**src/rtl/cau_pkg.sv**
```systemverilog
// Shared types, constants and the arctangent table of the complex arithmetic unit.
// Used by cau_iter_stage and complex_arithmetic_unit; depends on nothing.
package cau_pkg;

    localparam int ANG_W        = 34;
    localparam int CX_W         = 36;
    localparam int ANG_BITS     = 30;
    localparam int CORDIC_STEPS = 30;
    localparam int ITER_STAGES  = 32;

    localparam logic signed [ANG_W-1:0] PI_Q30      = 34'sd3373259426;
    localparam logic signed [ANG_W-1:0] HALF_PI_Q30 = 34'sd1686629713;

    localparam logic [2:0] FN_ADD = 3'd0;
    localparam logic [2:0] FN_SUB = 3'd1;
    localparam logic [2:0] FN_MUL = 3'd2;
    localparam logic [2:0] FN_DIV = 3'd3;
    localparam logic [2:0] FN_MAG = 3'd4;
    localparam logic [2:0] FN_ARG = 3'd5;

    typedef struct packed {
        logic [2:0]  func;
        logic [31:0] re;
        logic [31:0] im;
        logic        ovf;
        logic        neg_re;
        logic        neg_im;
        logic        big_re;
        logic        big_im;
        logic        den_zero;
    } side_t;

    typedef struct packed {
        logic [63:0]             den;
        logic [63:0]             rem_re;
        logic [63:0]             rem_im;
        logic [31:0]             dvd_re;
        logic [31:0]             dvd_im;
        logic [31:0]             q_re;
        logic [31:0]             q_im;
        logic [63:0]             sq_n;
        logic [63:0]             sq_res;
        logic signed [CX_W-1:0]  cx;
        logic signed [CX_W-1:0]  cy;
        logic signed [ANG_W-1:0] cz;
        logic                    c_hold;
    } lane_t;

    function automatic logic [ANG_W-1:0] atan_q30(input int step);
        logic [ANG_W-1:0] v;
        case (step)
            0:  v = 34'd843314857;
            1:  v = 34'd497837829;
            2:  v = 34'd263043837;
            3:  v = 34'd133525159;
            4:  v = 34'd67021688;
            5:  v = 34'd33543516;
            6:  v = 34'd16775851;
            7:  v = 34'd8388437;
            8:  v = 34'd4194283;
            9:  v = 34'd2097149;
            10: v = 34'd1048576;
            11: v = 34'd524288;
            12: v = 34'd262144;
            13: v = 34'd131072;
            14: v = 34'd65536;
            15: v = 34'd32768;
            16: v = 34'd16384;
            17: v = 34'd8192;
            18: v = 34'd4096;
            19: v = 34'd2048;
            20: v = 34'd1024;
            21: v = 34'd512;
            22: v = 34'd256;
            23: v = 34'd128;
            24: v = 34'd64;
            25: v = 34'd32;
            26: v = 34'd16;
            27: v = 34'd8;
            28: v = 34'd4;
            29: v = 34'd2;
            default: v = '0;
        endcase
        return v;
    endfunction

endpackage

```
**src/rtl/cau_iter_stage.sv**
```systemverilog
// One registered step of the iteration pipe: a restoring divide step on both
// quotient lanes, one square-root digit and, for the first CORDIC_STEPS steps, one CORDIC vectoring step. Uses cau_pkg.
module cau_iter_stage #(
    parameter int STEP = 0
) (
    input  logic           aclk,
    input  logic           aresetn,
    input  logic           en,
    input  logic           in_valid,
    input  cau_pkg::side_t in_side,
    input  cau_pkg::lane_t in_lane,
    output logic           out_valid,
    output cau_pkg::side_t out_side,
    output cau_pkg::lane_t out_lane
);
    import cau_pkg::*;

    localparam logic [63:0] SQ_BIT = 64'd1 << (62 - 2 * STEP);
    localparam logic signed [ANG_W-1:0] ATAN_STEP = $signed(atan_q30(STEP));

    logic        valid_reg;
    side_t       side_reg;
    lane_t       lane_reg;
    lane_t       lane_next;
    logic [64:0] t_re;
    logic [64:0] t_im;
    logic [64:0] sq_sum;
    logic signed [CX_W-1:0] dx;
    logic signed [CX_W-1:0] dy;

    always_comb begin
        lane_next = in_lane;

        t_re = {in_lane.rem_re, in_lane.dvd_re[31]};
        lane_next.dvd_re = {in_lane.dvd_re[30:0], 1'b0};
        if (t_re >= {1'b0, in_lane.den}) begin
            lane_next.rem_re = 64'(t_re - {1'b0, in_lane.den});
            lane_next.q_re   = {in_lane.q_re[30:0], 1'b1};
        end else begin
            lane_next.rem_re = t_re[63:0];
            lane_next.q_re   = {in_lane.q_re[30:0], 1'b0};
        end

        t_im = {in_lane.rem_im, in_lane.dvd_im[31]};
        lane_next.dvd_im = {in_lane.dvd_im[30:0], 1'b0};
        if (t_im >= {1'b0, in_lane.den}) begin
            lane_next.rem_im = 64'(t_im - {1'b0, in_lane.den});
            lane_next.q_im   = {in_lane.q_im[30:0], 1'b1};
        end else begin
            lane_next.rem_im = t_im[63:0];
            lane_next.q_im   = {in_lane.q_im[30:0], 1'b0};
        end

        sq_sum = {1'b0, in_lane.sq_res} + {1'b0, SQ_BIT};
        if ({1'b0, in_lane.sq_n} >= sq_sum) begin
            lane_next.sq_n   = in_lane.sq_n - sq_sum[63:0];
            lane_next.sq_res = (in_lane.sq_res >> 1) + SQ_BIT;
        end else begin
            lane_next.sq_res = in_lane.sq_res >> 1;
        end

        dx = in_lane.cy >>> STEP;
        dy = in_lane.cx >>> STEP;
        if (STEP < CORDIC_STEPS && !in_lane.c_hold) begin
            if (!in_lane.cy[CX_W-1]) begin
                lane_next.cx = in_lane.cx + dx;
                lane_next.cy = in_lane.cy - dy;
                lane_next.cz = in_lane.cz + ATAN_STEP;
            end else begin
                lane_next.cx = in_lane.cx - dx;
                lane_next.cy = in_lane.cy + dy;
                lane_next.cz = in_lane.cz - ATAN_STEP;
            end
        end
    end

    always_ff @(posedge aclk) begin
        if (!aresetn) begin
            valid_reg <= 1'b0;
        end else if (en) begin
            valid_reg <= in_valid;
        end
    end

    always_ff @(posedge aclk) begin
        if (en) begin
            side_reg <= in_side;
            lane_reg <= lane_next;
        end
    end

    assign out_valid = valid_reg;
    assign out_side  = side_reg;
    assign out_lane  = lane_reg;

endmodule

```
**config.mk**
```make
export PLATFORM = sky130hd
export DESIGN_NAME = cau_iter_stage
export DESIGN_NICKNAME = d
export VERILOG_FILES = /design/src/rtl/cau_pkg.sv /design/src/rtl/cau_iter_stage.sv
export SDC_FILE = /design/constraint.sdc
export NUM_CORES = 1
export LEC_CHECK = 0
export BUFFER_PORTS_ARGS = -buffer_cell sky130_fd_sc_hd__clkbuf_2
export CORE_AREA = 2 2 496 498
export CTS_CLUSTER_SIZE = 20
export DETAILED_ROUTE_END_ITERATION = 7
export DIE_AREA = 0 0 498 500
export HOLD_SLACK_MARGIN = 0.12
export SLEW_MARGIN = 20
export SYNTH_ARGS = -nofsm -noshare
export SYNTH_HDL_FRONTEND = slang
export SYNTH_SLANG_ARGS = --single-unit
```
**constraint.sdc**
```tcl
create_clock -name aclk -period 4.7 [get_ports aclk]
set_input_delay 0.94 -clock aclk [delete_from_list [all_inputs] [get_ports aclk]]
set_output_delay 0.94 -clock aclk [all_outputs]
set_load 0.02 [all_outputs]
```
== Word level (Yosys, flattened, before mapping) ==
Index checks and enable logic that the tools add are counted.
W data, S select, Z words.

* ROM bits: 0
* Bits in latches: 0
* RAM bits: 0
* Bits of input ports: 632
* Register bits: 627
* Logic and storage cells: 45
* Memories kept: 0

* Reductions and logical operators: 0
* $add $sub $neg: 10
* Mux-type cells: 8
* Divide/modulo/power cells: 0
* Shift operators: 0
* $mul: 0
* Bitwise operators: 0
* Equal/unequal tests: 0
* Magnitude comparators: 3

{| class="wikitable"
|+ Operators by type and width
! cell !! count
|-
| $mux W106 || 2
|-
| $mux W64 || 3
|-
| $sub A64 B64 Y64 || 3
|-
| $ge A65 B64 Y1 || 2
|-
| $sub A36 B36 Y36 || 2
|-
| $add A64 B63 Y65 const B || 1
|-
| $ge A64 B65 Y1 || 1
|-
| $add A63 B63 Y64 const B || 1
|-
| $mux W63 || 1
|-
| $add A36 B36 Y36 || 1
|-
| $add A34 B31 Y34 const B || 1
|-
| $sub A34 B31 Y34 const B || 1
|-
| $mux W1 || 2
|}

== Longest topological paths before layout ==
* Word-level depth: 3
* Mapped depth: 16

== Worst setup path before layout ==
OpenSTA, ideal clock, no wires.

* Path type: input-to-reg
* Start: input port in_lane[498] (netlist name)
* End: register lane_reg, in the netlist out_lane[389] (data pin)
* Path buffers: 2
* Setup slack: 0.369 ns
* Data arrival time: 4.071 ns
* Cell stages on the path: 14
* Setup time: 0.260 ns
* Required time: 4.440 ns
* Path through: inv_1 ha_1 buf_2 nand4_1 nor3_1 o31ai_1 a2111o_1 a2111oi_2 o21a_2 a21oi_1 o21a_1 o41ai_4 buf_4 mux2_2

{| class="wikitable"
|+ RTL lines
! item !! line !! text
|-
| from (decl) || cau_iter_stage.sv:11 || <nowiki>input cau_pkg::lane_t in_lane,</nowiki>
|-
| to (signal assigned) || cau_iter_stage.sv:88 || <nowiki>lane_reg <= lane_next;</nowiki>
|-
| to (decl) || cau_iter_stage.sv:23 || <nowiki>lane_t lane_reg;</nowiki>
|}

==> impl_summary.txt <==
----------------------------------------------------
[Placement]
  Instance area at placement ... 55500 um2
  Post-detailed-placement half-perimeter wirelength ... 231 mm
  Input/output buffers ... 1256
  RePlAce Congestion ... 0.990
  Minimum setup slack after placement ... -575 ps

[Clock network]
  Clock latency on the worst-skew pair ... 730 ps
  Cells resized by post-CTS repair ... 0
  CTS Sinks ... 627
  Number of buffers added to fix hold violations after cts ... 0
  CTS clock-pin slew for the worst setup and hold paths ... 60 ps
  Root Buffer ... sky130_fd_sc_hd__clkbuf_16
  Clock Tree Buf Depth ... 3
  Deepest level of the CTS H-tree ... 3
  CTS tree ... done
  Number of post-CTS setup repair buffers ... 0
  Number of buffers added by the clock tree synthesis step ... 82

[Yosys]
  Yosys Warn Count ... 0
  Synth Area in Compound Gates ... 0.196
  Cell area after synthesis ... 41900 um2
  Proportion of synthesized area in mux cells ... 0.0375
  Number of register bits inferred by synthesis ... 627
  Synth Area in XOR/XNOR ... 0.0569
  Number of enable-type register cells in the synthesized netlist ... 626
  Primary flip-flop cell chosen by synthesis mapping ... sky130_fd_sc_hd__edfxtp_1
  Count of different cell masters after synthesis ... 82
  Combinational family with the most area after synthesis ... compound AO/OA/AOI/OAI gates
  Sequential cell area fraction in the yosys report ... 0.449
  Proportion of synthesized flip-flops having asynchronous set or reset ... 0
  Synthesized instance count ... 4223
  Synth Area per Inst ... 9.92 um2
  Simple-gate share of the synthesized area ... 0.112
  Adder and majority gate portion of the synthesized area ... 0.102

[Layout]
  Synthesis-to-layout area growth ... 39.5%
  Fraction of layout cells with a size suffix above 1 ... 0.340
  Most common cell after layout, fill and taps aside ... sky130_fd_sc_hd__clkbuf_2
  Finished layout cell area ... 58400 um2
  Final core area utilization ... 0.239
  Net count of the finished layout ... 6853
  Top library cells by usage in the layout, fill and taps aside ... 1253 x sky130_fd_sc_hd__clkbuf_2, 626 x sky130_fd_sc_hd__edfxtp_1, 500 x sky130_fd_sc_hd__a21oi_1, 474 x sky130_fd_sc_hd__buf_4, 357 x sky130_fd_sc_hd__nor2_1

[Floorplanning]
  Die boundary height ... 500 um
  Core ar. ... 244000 um2
  Cell row count ... 182
  Initial cell density of the core ... 0.171
  Width of the chip ... 498 um
  Die outline area ... 249000 um2
  Top-Level Pins ... 1261

[Power and ir drop]
  PD cells ... 357 nW/um2
  Total power ... 20.9 mW
  Max VDD drop ... 0.000285 V
  Static Leakage ... 25.8 nW

[Critical path]
  Critical Setup Path Class ... in2reg
  Largest fanout on the critical path ... 3
  Arr. time, crit path ... 4860 ps
  Category of the worst setup path launch point ... primary input
  Kind of capture point of the worst setup path ... flop
  Data required time of the worst path ... 5100 ps

[Timing]
  Slew at the pin closest to its max-slew limit ... 814 ps
  Clock skew after layout ... 0 ps
  Minimum clock period after layout ... 4460 ps
  Number of slew-limit violations in the final report ... 0
  Fin worst setup slack ... 236 ps
  Fmax ... 224 MHz
  Count of endpoints failing setup in the final report ... 0
  Remaining max-slew budget at the tightest pin ... 0.443
  Setup repair after global routing missed its margin ... no
  Number of failing hold endpoints at the final stage ... 0
  Aggregate negative setup slack ... 0 ps
  Final worst-path cycle share ... 0.950

[Global route]
  Wire length of the first global-routing pass ... 351 mm
  Global Route Usage Sum ... 0.205
  Remaining global-route overflow ... 0
  Largest net degree at the start of global routing ... 140
  Vias in the first global route ... 41.8k
  Number of antenna violations at the first check in global routing ... 92

[Detailed routing]
  Drt wl/cell ... 29.1 um
  Starting DRC count in detailed routing ... 3289
  Number of remaining DRC errors ... 0
  Final wirelength ... 268 mm
  Vias/cell ... 4.50
  Antenna viol nets, final ... 0
  Via total after detailed routing ... 41.4k
  Detailed Routing Iterations Pass 1 ... 5

[Job]
  Number of maximum-capacitance violations ... 0

[Worst hold path]
  Worst min-delay path category ... in2reg

[Outcome]
  Result of the run ... complete, no violations

----------------------------------------------------
==> power breakdown <==
part,switching [mW],internal (mW)
Sequential,0.328,6.95
Clock,2.91,3.83
Combinational,4.40,2.45
==> final timing paths <==
kind	cells past startpoint	to	slack, ps	from
setup / recovery	17	out_lane[103]	240	in_lane[35]
setup reg to reg	2	out_valid	4090	out_valid
hold reg to reg	2	out_valid	550	out_valid
hold / removal	1	out_side[16]	350	in_side[16]
==> cell usage after synthesis (13+ instances only) <==
library cell,instances,share of area
sky130_fd_sc_hd__nor2_1,357,0.032
sky130_fd_sc_hd__a21boi_0,15,0.0027
sky130_fd_sc_hd__xnor2_1,181,0.038
sky130_fd_sc_hd__and2_1,14,0.0021
sky130_fd_sc_hd__nand3_1,62,0.0074
sky130_fd_sc_hd__o21bai_1,74,0.013
sky130_fd_sc_hd__xor2_1,91,0.019
sky130_fd_sc_hd__or2_2,15,0.0022
sky130_fd_sc_hd__buf_2,14,0.0017
sky130_fd_sc_hd__a31oi_1,44,0.0066
sky130_fd_sc_hd__buf_1,19,0.0017
sky130_fd_sc_hd__a21oi_1,500,0.060
sky130_fd_sc_hd__nor4_1,15,0.0022
sky130_fd_sc_hd__a211oi_1,34,0.0061
sky130_fd_sc_hd__o21ai_0,264,0.032
sky130_fd_sc_hd__nand4_1,74,0.011
sky130_fd_sc_hd__o31a_1,13,0.0027
sky130_fd_sc_hd__nand2b_1,39,0.0058
sky130_fd_sc_hd__clkbuf_1,134,0.012
sky130_fd_sc_hd__ha_1,331,0.099
sky130_fd_sc_hd__nand2_1,278,0.025
sky130_fd_sc_hd__or3_1,18,0.0027
sky130_fd_sc_hd__inv_1,308,0.028
sky130_fd_sc_hd__nor2b_1,32,0.0048
sky130_fd_sc_hd__a2111oi_0,13,0.0027
sky130_fd_sc_hd__o21a_1,43,0.0077
sky130_fd_sc_hd__and3_1,23,0.0034
sky130_fd_sc_hd__edfxtp_1,626,0.45
sky130_fd_sc_hd__a21o_1,146,0.026
sky130_fd_sc_hd__nor3_1,66,0.0079
sky130_fd_sc_hd__mux2i_1,41,0.0098
sky130_fd_sc_hd__mux2_2,96,0.026
sky130_fd_sc_hd__o31ai_1,34,0.0061
sky130_fd_sc_hd__o211ai_1,21,0.0038
==> worst max-delay path: stages <==
cell and delay [ps]:
sky130_fd_sc_hd__clkbuf_2 100, sky130_fd_sc_hd__ha_1 150, sky130_fd_sc_hd__inv_1 50, sky130_fd_sc_hd__fa_1 420, sky130_fd_sc_hd__o21bai_1 200, sky130_fd_sc_hd__a21oi_1 130
sky130_fd_sc_hd__o21ai_0 220, sky130_fd_sc_hd__a21oi_1 140, sky130_fd_sc_hd__or4_1 520, sky130_fd_sc_hd__a2111oi_0 630, sky130_fd_sc_hd__buf_4 240, sky130_fd_sc_hd__o31a_1 180
sky130_fd_sc_hd__a21oi_1 110, sky130_fd_sc_hd__o32ai_1 430, sky130_fd_sc_hd__buf_4 190, sky130_fd_sc_hd__xnor2_1 100, sky130_fd_sc_hd__mux2i_1 90
==> per-layer routing <==
layer | wire (um) | GRT usage | part of all wire
met2 | 137000 | 0.377 | 0.51
met5 | 277 | 0 | 0.0010
met1 | 89700 | 0.201 | 0.34
met4 | 22900 | 0.153 | 0.086
met3 | 17300 | 0.0469 | 0.065
==> cells by family after synthesis <==
family | count (synthesis)
AOI/OAI and AO/OA | 1328
and+or+nand+nor | 1022
DFF | 627
buffers and inverters | 491
adders and majority gates | 338
xor gates and xnor gates | 272
muxes | 144
other | 1
==> area by class of cell <==
type                    instances  area, um2
clock inverters                50        667
well taps                    3220       4030
diodes                         34       85.1
inverters                     313       1170
clock buffers                 100       2160
flip-flops and latches        627      18800
multi-input cells            3106      21200
repair buffers               1753      10300
fillers                     26594     186000
==> flip-flops by register name (all words and copies together), names as in the netlist <==
name	flops
out_lane	553
out_side	73
out_valid	1
==> through the flow <==
stage                     hold slack, ps  instances
after floorplan                      589       4224
after CTS                            260       9169
after detailed placement             521       9019
after global routing                 291       9186
after global placement               518       9019
final                                355       9203
Power figures use the tool's default switching activity.
